**config.mk**
```make
export PLATFORM = sky130hd
export DESIGN_NAME = bfa_ctrl
export DESIGN_NICKNAME = d
export VERILOG_FILES = /design/src/bfa_pkg.sv /design/src/bfa_ctrl.sv
export SDC_FILE = /design/constraint.sdc
export NUM_CORES = 1
export LEC_CHECK = 0
export BUFFER_PORTS_ARGS = -buffer_cell sky130_fd_sc_hd__buf_2
export CAP_MARGIN = 20
export CELL_PAD_IN_SITES_DETAIL_PLACEMENT = 0
export CELL_PAD_IN_SITES_GLOBAL_PLACEMENT = 2
export CORE_MARGIN = 5
export CORE_UTILIZATION = 27
export CTS_CLUSTER_DIAMETER = 120
export DETAILED_ROUTE_END_ITERATION = 6
export GPL_TIMING_DRIVEN = 0
export PLACE_DENSITY_LB_ADDON = 0.1
export SYNTH_ARGS = -nofsm -noshare
export SYNTH_HDL_FRONTEND = slang
export SYNTH_SLANG_ARGS = --single-unit
```
**constraint.sdc**
```tcl
create_clock -name i_clk -period 3.2 [get_ports i_clk]
set_input_delay 0.48 -clock i_clk [delete_from_list [all_inputs] [get_ports i_clk]]
set_output_delay 0.48 -clock i_clk [all_outputs]
set_load 0.05 [all_outputs]
```
**src/bfa_pkg.sv**
```systemverilog
// Shared types and constants of the barcode fragment aggregator.
`timescale 1ns / 1ps
package bfa_pkg;

    localparam int TABLE_DEPTH = 4096;
    localparam int IDX_W       = $clog2(TABLE_DEPTH);
    localparam int CNT_W       = IDX_W + 1;
    localparam int KEY_W       = 64;
    localparam int CTR_W       = 32;
    localparam int RDS_W       = 48;
    localparam int SUP_W       = 16;

    localparam logic [31:0] FREE_LIMIT = 32'd147;
    localparam logic [31:0] MONO_LIMIT = 32'd294;

    // input commands
    localparam logic [1:0] CMD_LOAD = 2'd0;
    localparam logic [1:0] CMD_FRAG = 2'd1;
    localparam logic [1:0] CMD_READ = 2'd2;

    // result status codes
    localparam logic [2:0] ST_COUNTED  = 3'd0;
    localparam logic [2:0] ST_INSERTED = 3'd1;
    localparam logic [2:0] ST_IGNORED  = 3'd2;
    localparam logic [2:0] ST_FULL     = 3'd3;
    localparam logic [2:0] ST_READ_OK  = 3'd4;
    localparam logic [2:0] ST_BAD_IDX  = 3'd5;

    // where the result word is taken from at commit
    localparam logic [2:0] SRC_ENTRY  = 3'd0; // stored entry as read
    localparam logic [2:0] SRC_UPD    = 3'd1; // bumped counters, written back
    localparam logic [2:0] SRC_NEW0   = 3'd2; // new entry with zeroed counters
    localparam logic [2:0] SRC_INKEY  = 3'd3; // input key, zero fields
    localparam logic [2:0] SRC_BADIDX = 3'd4; // requested index, zero fields
    localparam logic [2:0] SRC_NONE   = 3'd5; // all zero

    // config register index
    localparam logic REG_WHITELIST = 1'b0;

    typedef struct packed {
        logic       latch;     // take the input word
        logic       scan_clr;  // restart the key scan
        logic       scan_step; // read next entry of the scan
        logic       rd_issue;  // read the entry at entry_index
        logic       tgt_hit;   // target = matched entry
        logic       tgt_new;   // target = next free entry
        logic       commit;    // write back and load the result word
        logic [2:0] src;
        logic [2:0] status;
    } t_ctl;

    typedef struct packed {
        logic [1:0] cmd;
        logic       hit;       // compared entry matches the key
        logic       issue_ok;  // scan index below entry count
        logic       inflight;  // a scan read awaits compare
        logic       full;
        logic       idx_ok;    // entry_index below entry count
        logic       whitelist;
        logic       out_free;  // result register can take a word
    } t_sts;

endpackage

```
**src/bfa_ctrl.sv**
```systemverilog
// Controller state machine of the barcode fragment aggregator.
`timescale 1ns / 1ps
module bfa_ctrl (
    input  logic          i_clk,
    input  logic          i_rst_n,
    input  logic          i_valid,
    output logic          o_ready,
    input  bfa_pkg::t_sts i_sts,
    output bfa_pkg::t_ctl o_ctl
);

    localparam logic [1:0] S_IDLE   = 2'd0;
    localparam logic [1:0] S_DISP   = 2'd1;
    localparam logic [1:0] S_SCAN   = 2'd2;
    localparam logic [1:0] S_COMMIT = 2'd3;

    logic [1:0] r_state, n_state;
    logic [2:0] r_src, n_src;
    logic [2:0] r_status, n_status;

    assign o_ready = (r_state == S_IDLE);

    // next state and commands
    always_comb begin
        n_state  = r_state;
        n_src    = r_src;
        n_status = r_status;
        o_ctl    = '0;
        o_ctl.src    = r_src;
        o_ctl.status = r_status;
        case (r_state)
            S_IDLE: begin
                if (i_valid) begin
                    o_ctl.latch    = 1'b1;
                    o_ctl.scan_clr = 1'b1;
                    n_state        = S_DISP;
                end
            end
            S_DISP: begin
                case (i_sts.cmd)
                    bfa_pkg::CMD_LOAD, bfa_pkg::CMD_FRAG: begin
                        n_state = S_SCAN;
                    end
                    bfa_pkg::CMD_READ: begin
                        n_state = S_COMMIT;
                        if (i_sts.idx_ok) begin
                            o_ctl.rd_issue = 1'b1;
                            n_src    = bfa_pkg::SRC_ENTRY;
                            n_status = bfa_pkg::ST_READ_OK;
                        end else begin
                            n_src    = bfa_pkg::SRC_BADIDX;
                            n_status = bfa_pkg::ST_BAD_IDX;
                        end
                    end
                    default: begin
                        n_state  = S_COMMIT;
                        n_src    = bfa_pkg::SRC_NONE;
                        n_status = bfa_pkg::ST_IGNORED;
                    end
                endcase
            end
            S_SCAN: begin
                if (i_sts.hit) begin
                    o_ctl.tgt_hit = 1'b1;
                    n_state       = S_COMMIT;
                    if (i_sts.cmd == bfa_pkg::CMD_LOAD) begin
                        n_src    = bfa_pkg::SRC_ENTRY;
                        n_status = bfa_pkg::ST_IGNORED;
                    end else begin
                        n_src    = bfa_pkg::SRC_UPD;
                        n_status = bfa_pkg::ST_COUNTED;
                    end
                end else if (i_sts.issue_ok) begin
                    o_ctl.scan_step = 1'b1;
                end else if (!i_sts.inflight) begin
                    // key not present
                    n_state = S_COMMIT;
                    if (i_sts.cmd == bfa_pkg::CMD_FRAG && i_sts.whitelist) begin
                        n_src    = bfa_pkg::SRC_INKEY;
                        n_status = bfa_pkg::ST_IGNORED;
                    end else if (i_sts.full) begin
                        n_src    = bfa_pkg::SRC_INKEY;
                        n_status = bfa_pkg::ST_FULL;
                    end else begin
                        o_ctl.tgt_new = 1'b1;
                        n_status      = bfa_pkg::ST_INSERTED;
                        n_src = (i_sts.cmd == bfa_pkg::CMD_LOAD) ? bfa_pkg::SRC_NEW0
                                                                 : bfa_pkg::SRC_UPD;
                    end
                end
            end
            S_COMMIT: begin
                if (i_sts.out_free) begin
                    o_ctl.commit = 1'b1;
                    n_state      = S_IDLE;
                end
            end
            default: begin
                n_state = S_IDLE;
            end
        endcase
    end

    always_ff @(posedge i_clk) begin
        if (!i_rst_n) begin
            r_state <= S_IDLE;
        end else begin
            r_state <= n_state;
        end
        r_src    <= n_src;
        r_status <= n_status;
    end

endmodule

```
; ---- After elaboration in Yosys (flattened, before gate mapping)
; Index checks and enable logic that the tools add are counted.
[word_totals]
ff_bits = 8
inputBits = 12
output_inout_bits = 14
elab_cells = 63
[classes]
eq_ne = 10
muxes = 43
reduce_logical = 7
[op_table]
columns = cell, n
row1 = 2-bit two-way mux, 13
row2 = 3-bit two-way mux, 8
row3 = 3-bit case mux with 2 select lines, 4
row4 = 1-bit two-way mux, 17
row5 = 2-bit case mux with 4 select lines, 1
row6 = 4-bit AND reduction, 2
row7 = 2-bit equality test (second input constant), 3
row8 = 2-bit != test (second input constant), 3
row9 = 3-bit != test (second input constant), 2
row10 = 2-bit by 1-bit equality test with 1-bit output (second input constant), 2
row11 = 2-bit zero test, 2
row12 = 2-bit nonzero test, 1
row13 = 2-bit OR reduction, 1
row14 = 1-bit logical AND, 1

; ---- Longest topological paths before layout
; Gate-level depths: netlist (run 1).
[logic_depth]
ltp_word = 8
mapped_depth = 7

; ---- Worst setup path after synthesis (run 1)
; Ideal clock, no wire load.
[synth_path]
path_kind = flip-flop to output port
from = register r_state[0]
to = output port o_ctl[7] in the netlist's numbering
t_arrival_ns = 1.865
required_time_ns = 2.720
setup_slack_ns = 0.855
stages_incl_launch_ff = 7
path_buffers = 1
cell_sequence = dfxtp_1 -> inv_1 -> ha_1 -> buf_6 -> nand2b_4 -> a31o_2 -> nor4_2
[synth_rtl]
columns = item, line
row1 = "start, declared", bfa_ctrl.sv:17  ; logic [1:0] r_state, n_state;
row2 = "start signal, assigned", bfa_ctrl.sv:108  ; r_state <= n_state;
row3 = "end, declared", bfa_ctrl.sv:9  ; output bfa_pkg::t_ctl o_ctl

==> results.toml, run 1 <==
[cts]
htree_levels = 1
clockBufferDepth = 2
cts_hold_buffers = 0
clk-insertion-delay-late_ns = 0.25
cts_tree = "done"
cts-root-buf = "clkbuf_4"
clk_pin_slew_ns = 0.05
post_cts_buffers = 0
clock-sinks = 8
cts_made_buffers = 3
cts_resized = 0

[finish]
syn2layout_area_growth_pct = 33.0
design_area_um2 = 746
diodes = 0
drive_gt1_share_pct = 44.0
nets = 102

[timing]
holdWs_ns = 0.462
fin_ws_ns = 0.924
slew_headroom_pct = 69.0
drv_slew = 0
fin_skew_ns = 0.00207
setup_viol = 0
tightest_slew_ns = 0.463
fmax_ghz = 0.439
rsz0062_at_grt = "no"
period_share_pct = 71.1
timing.final.hold_violations = 0
period_needed_ns = 2.28
tns_ns = 0

[die]
die_y_um = 55.6
die-width_um = 55.6
die-area_um2 = 3090
num_rows = 16
initial_utilization_pct = 28.6
ios = 26
core_um2 = 1960

[detailed_routing]
via_per_inst = 4.50
via_count = 499
drt_iter0_drc = 4
dr.pass1.iters = 4
drc_errors = 0
wl_um = 1220
drtAntennaViolNets = 0
wl_per_cell_um = 11.0

[logic_synthesis]
synthCells = 55
ys_warn_count = 0
yosysSeqAreaShare_pct = 39.3
syn_avg_cell_area_um2 = 10.2
synth_seq_cells = 8
synth.net_count = 72
syn_area_um2 = 561
synth_cell_types = 30

[worst_setup_path]
slowest_stage = "dfxtp_1"
max_stage_delay_ns = 0.34
path_delay_family = "buffers and inverters"
crit_required_ns = 2.72
cp-end-kind = "output port"
cp_max_fo = 8
crit_path_cell_trace = "inv_1 -> ha_1 -> buf_6 -> nand2b_4 -> a31o_2 -> nor4_2 -> buf_2"
critical_path.startpoint_type = "register"
cp.arrival_ns = 1.80
path_class = "register to output port"
path_buf_inv = 3

[global_routing]
gr-usage-all-layers_pct = 8.63
grt_antenna_before_repair = 0
grt_pass1_vias = 500
gr-total-overflow = 0
grt_first_pass_wirelength_um = 2150
grt_max_degree = 9

[outcome]
outcome = "finished clean"

[pwr]
pwr-share-seq_pct = 27.9
clockPowerShare_pct = 13.7
pwr-share-comb_pct = 58.3
p_leak_nw = 0.346
p_switching_mw = 0.292
power.density_nw_per_um2 = 794
finalPower_mw = 0.592
vdd_drop_max_mv = 0.364
switching_share_pct = 49.3
internal_power_mw = 0.301

[placed_design]
dp_hpwl_um = 1020
dp_slack_ns = 1.17
placed_area_um2 = 719
io_buffers = 25
gp_congestion = 0.801

[min_path]
hold_path.class = "input pin to register"

[run]
drv_cap = 0
-- layout by cell type, fill, tap and decap left out, types with 3 or more instances in the layout --
| cell | Yosys | layout |
|---|---|---|
| o21ai_0 | 3 | 3 |
| ha_1 | 5 | 5 |
| inv_1 | 7 | 7 |
| edfxtp_1 | 6 | 6 |
| nor2_1 | 4 | 4 |
| clkbuf_4 | 0 | 3 |
| buf_2 | 0 | 25 |
-- layer usage --
layer  GRT usage [%]  vias up  part of all wire [%]
li1                -      253                     -
met1            10.0      230                    42
met2            13.3       16                    49
met3            4.20        0                   8.0
met4            3.82        0                     0
met5               0        -                     0
-- path summary, 6_finish.rpt --
path / startpoint / endpoint / slack [ns] / cells after the start
max: r_state[0] / o_ctl[7] / 0.92 / 7
min: i_rst_n / r_state[1] / 0.46 / 2
max reg2reg: r_state[0] / r_src[0] / 1.43 / 6
min reg2reg: r_state[1] / r_state[1] / 0.56 / 2
-- sequential cells by signal (all words and copies together) (netlist names) --
register  flops
r_status      3
r_src         3
r_state       2
-- worst register-to-register path, delay by kind of cell (launching register included) --
family / cells / cell delay [ns]
AND/OR/NAND/NOR: 3 / 0.54
flip-flops: 1 / 0.39
buffers and inverters: 2 / 0.26
adder cells (fa/ha/maj): 1 / 0.22
-- synthesized netlist by cell type --
| cell type | instances | area [um2] |
|---|---|---|
| buf_6 | 1 | 11.3 |
| nand3_1 | 1 | 5.00 |
| inv_2 | 1 | 3.75 |
| nand2b_4 | 1 | 13.8 |
| nor3b_1 | 1 | 7.51 |
| nor4_2 | 1 | 12.5 |
| a31oi_1 | 1 | 6.26 |
| mux2i_1 | 2 | 20.0 |
| o21a_1 | 1 | 7.51 |
| o41ai_1 | 1 | 8.76 |
| o221ai_2 | 1 | 15.0 |
| nand2b_1 | 1 | 6.26 |
| inv_1 | 7 | 26.3 |
| edfxtp_1 | 6 | 180 |
| and2_1 | 2 | 12.5 |
| o221ai_1 | 1 | 8.76 |
| nor2b_1 | 1 | 6.26 |
| nand2_1 | 2 | 7.51 |
| a21oi_1 | 2 | 10.0 |
| buf_4 | 1 | 7.51 |
| mux2_2 | 1 | 11.3 |
| ha_1 | 5 | 62.6 |
| dfxtp_1 | 2 | 40.0 |
| o21ai_0 | 3 | 15.0 |
| and2_2 | 1 | 7.51 |
| and4_1 | 1 | 8.76 |
| nor3_1 | 1 | 5.00 |
| o311a_1 | 1 | 10.0 |
| a31o_2 | 1 | 8.76 |
| nor2_1 | 4 | 15.0 |
-- stage by stage --
step | instances | util (%)
detailed placement | 107 | 36.7
global placement | 107 | 36.7
floorplan | 55 | -
global route | 111 | 38.0
finish | 111 | 38.0
CTS | 111 | 38.0
-- power groups by stage --
stage          Sequential [mW]  Combinational, mW  Clock [mW]
2_1_floorplan            0.231              0.217           0
3_3_place_gp             0.167              0.350           0
3_5_place_dp             0.168              0.351           0
4_1_cts                  0.166              0.352      0.0871
5_1_grt                  0.170              0.376      0.0927
6_report                 0.166              0.346      0.0813
-- area by class of cell --
cell class              instances  area (um2)
plain buffers                   2        18.8
clock buffers                   4        26.3
fillers                       224        1220
inverters                       8        30.0
multi-input cells              37         292
flip-flops and latches          8         220
well taps                      27        33.8
repair buffers                 25         125
-- kinds of logic after synthesis --
family                   share of synthesized area (%)
AND/OR/NAND/NOR                                   19.2
flip-flops                                        39.3
buffers and inverters                             8.71
AO/OA/AOI/OAI                                     16.1
multiplexers                                      5.58
adder cells (fa/ha/maj)                           11.2
Power figures use the tool's default switching activity.
==> run 2: changes to the inputs <==
--- a/config.mk
+++ b/config.mk
@@ -5,12 +5,13 @@
 export SDC_FILE = /design/constraint.sdc
 export NUM_CORES = 1
 export LEC_CHECK = 0
+export ABC_AREA = 1
 export BUFFER_PORTS_ARGS = -buffer_cell sky130_fd_sc_hd__buf_2
 export CAP_MARGIN = 20
 export CELL_PAD_IN_SITES_DETAIL_PLACEMENT = 0
 export CELL_PAD_IN_SITES_GLOBAL_PLACEMENT = 2
 export CORE_MARGIN = 5
-export CORE_UTILIZATION = 27
+export CORE_UTILIZATION = 23
 export CTS_CLUSTER_DIAMETER = 120
 export DETAILED_ROUTE_END_ITERATION = 6
 export GPL_TIMING_DRIVEN = 0
==> constraint.sdc (replaced) <==
create_clock -name i_clk -period 2.3 [get_ports i_clk]
set_input_delay 0.345 -clock i_clk [delete_from_list [all_inputs] [get_ports i_clk]]
set_output_delay 0.345 -clock i_clk [all_outputs]
set_load 0.05 [all_outputs]
==> results.toml, run 2 <==
[pwr]
vdd_drop_max_mv = 0.451
power.density_nw_per_um2 = 1280
p_leak_nw = 0.433

[logic_synthesis]
synth_top_area_share_pct = 31.9
synth.net_count = 93
synth_common_cells = "21 x inv_1, 19 x nand2_1, 8 x nor2_1"
yosysSeqAreaShare_pct = 39.0
syn_area_um2 = 564
syn_avg_cell_area_um2 = 7.42
synth_seq_cells = 8
ys_warn_count = 0
synth_cell_types = 17
synth_most_common_cell = "inv_1"
synthTopCellsByArea = "edfxtp_1 32%, inv_1 14%, nand2_1 13%, ha_1 11%, dfxtp_1 7.1%"
synth_edf_count = 6
ys.flop_type = "edfxtp_1"
yosysTopAreaCell = "edfxtp_1"
synthCells = 76
synthArstFlopShare_pct = 0

[worst_setup_path]
crit_required_ns = 1.96
max_stage_delay_ns = 0.34
path_buf_inv = 2
r2r_cells = 5
slowest_stage = "dfxtp_1"
crit_path_cell_trace = "inv_1 -> ha_1 -> nand2_2 -> nor4_2 -> buf_2"
worstSetupPathDepth = 5
path_class = "register to output port"
critical_path.startpoint_type = "register"
r2r-start = "r_state[0]"
path_delay_family = "buffers and inverters"
cp-end-kind = "output port"
cp.arrival_ns = 1.65
cp_max_fo = 6
cp-startpoint = "r_state[0]"

[timing]
fmax_ghz = 0.501
slew_headroom_pct = 61.8
timing.final.hold_violations = 0
drv_slew = 0
setup_viol = 0
period_needed_ns = 2.00
fin_skew_ns = 0.00825
tns_ns = 0
tightest_slew_ns = 0.573
rsz0062_at_grt = "no"
period_share_pct = 86.8

[finish]
fillCellCount = 278
multiInputGateArea_um2 = 258
final_common_cell = "buf_2"
nets = 123
ff_latch_area_um2 = 220
drive_gt1_share_pct = 32.4
most-common-layout-cells = "25 x buf_2, 21 x inv_1, 19 x nand2_1"
diodes = 0
design_area_um2 = 753
finalNonFillerCells = 135
reg_top3 = "r_src x3, r_status x3, r_state x2"
syn2layout_area_growth_pct = 33.5

[die]
die_y_um = 59.5
ios = 26
num_rows = 18
die-width_um = 59.5
initial_utilization_pct = 23.4
core_um2 = 2410
die-area_um2 = 3540

[outcome]
outcome = "finished clean"

[min_path]
hold_path.class = "input pin to register"
holdPathStages = 3
min-delay-start = "i_rst_n"

[detailed_routing]
via_per_inst = 3.79
wl_per_cell_um = 9.79
drt_iter0_drc = 20
drc_errors = 0
via_count = 512
drtAntennaViolNets = 0
wl_um = 1320
dr.pass1.iters = 4

[global_routing]
grt_first_pass_wirelength_um = 2100
grt_max_degree = 7
grt_pass1_vias = 490
grt_antenna_before_repair = 0
gr-total-overflow = 0
gr-usage-all-layers_pct = 7.95

[placed_design]
dp.cells = 131
placed_area_um2 = 727
dp_hpwl_um = 1110
gp_congestion = 0.709
io_buffers = 25

[run]
drv_cap = 0

[cts]
cts-root-buf = "clkbuf_4"
clk-insertion-delay-late_ns = 0.25
cts_made_buffers = 3
htree_levels = 1
cts_resized = 0
cts_tree = "done"
cts_hold_buffers = 0
clk_pin_slew_ns = 0.05
clock-sinks = 8
post_cts_buffers = 0
clockBufferDepth = 2
## run 2: cell count changes after synthesis, sizes merged, moves of 2 or more
cell	before	now
mux2i	2	0
nand2b	2	0
inv	8	21
nor2	4	11
and2	3	0
nand2	2	20
## run 2: layout make-up
type	count	share of cell area (%)
repair buffers	25	16.6
plain buffers	1	0.997
clock buffers	4	3.49
flip-flops and latches	8	29.2
multi-input cells	46	34.2
inverters	21	10.5
well taps	30	4.98
## run 2: routing by layer
metal  vias to the layer above  wire (um)  global-route usage, %
met5                         -          0                      0
met4                         0         24                   5.70
met3                         2         87                  0.436
met2                        15        608                   12.3
met1                       209        601                   10.4
li1                        286          -                      -
## run 2: cells by family after synthesis
| group | Yosys count | share of synthesized area, % |
|---|---|---|
| DFF | 8 | 39.0 |
| AOI/OAI and AO/OA | 6 | 6.43 |
| and+or+nand+nor | 35 | 28.2 |
| buffers and inverters | 22 | 15.3 |
| adders and majority gates | 5 | 11.1 |
## run 2: through the flow
step           utilization, %  worst slack, ns  hold slack (ns)  power, mW
2_1_floorplan               -            0.241            0.465      0.730
5_1_grt                  31.3            0.179            0.343       1.04
3_3_place_gp             30.2            0.465            0.523      0.855
6_report                 31.3            0.303            0.334      0.961
4_1_cts                  31.3            0.264            0.327      0.976
3_5_place_dp             30.2            0.462            0.527      0.857
## run 2: power by group
group | internal [mW] | switching (mW) | leakage [nW]
combinational | 0.145 | 0.445 | 0.346
sequential | 0.230 | 0.0278 | 0.0722
clock | 0.0663 | 0.0471 | 0.0150
## run 2: tightest hold or removal path: stages
cell	delay, ns
buf_2	0.10
nand2_1	0.05
nor2_1	0.03
## run 2: final timing paths
kind / to / slack, ns
worst max-delay path: o_ctl[7] / 0.30
worst min-delay path: r_state[1] / 0.33
worst max register to register: r_status[0] / 0.49
worst min register to register: r_state[0] / 0.54
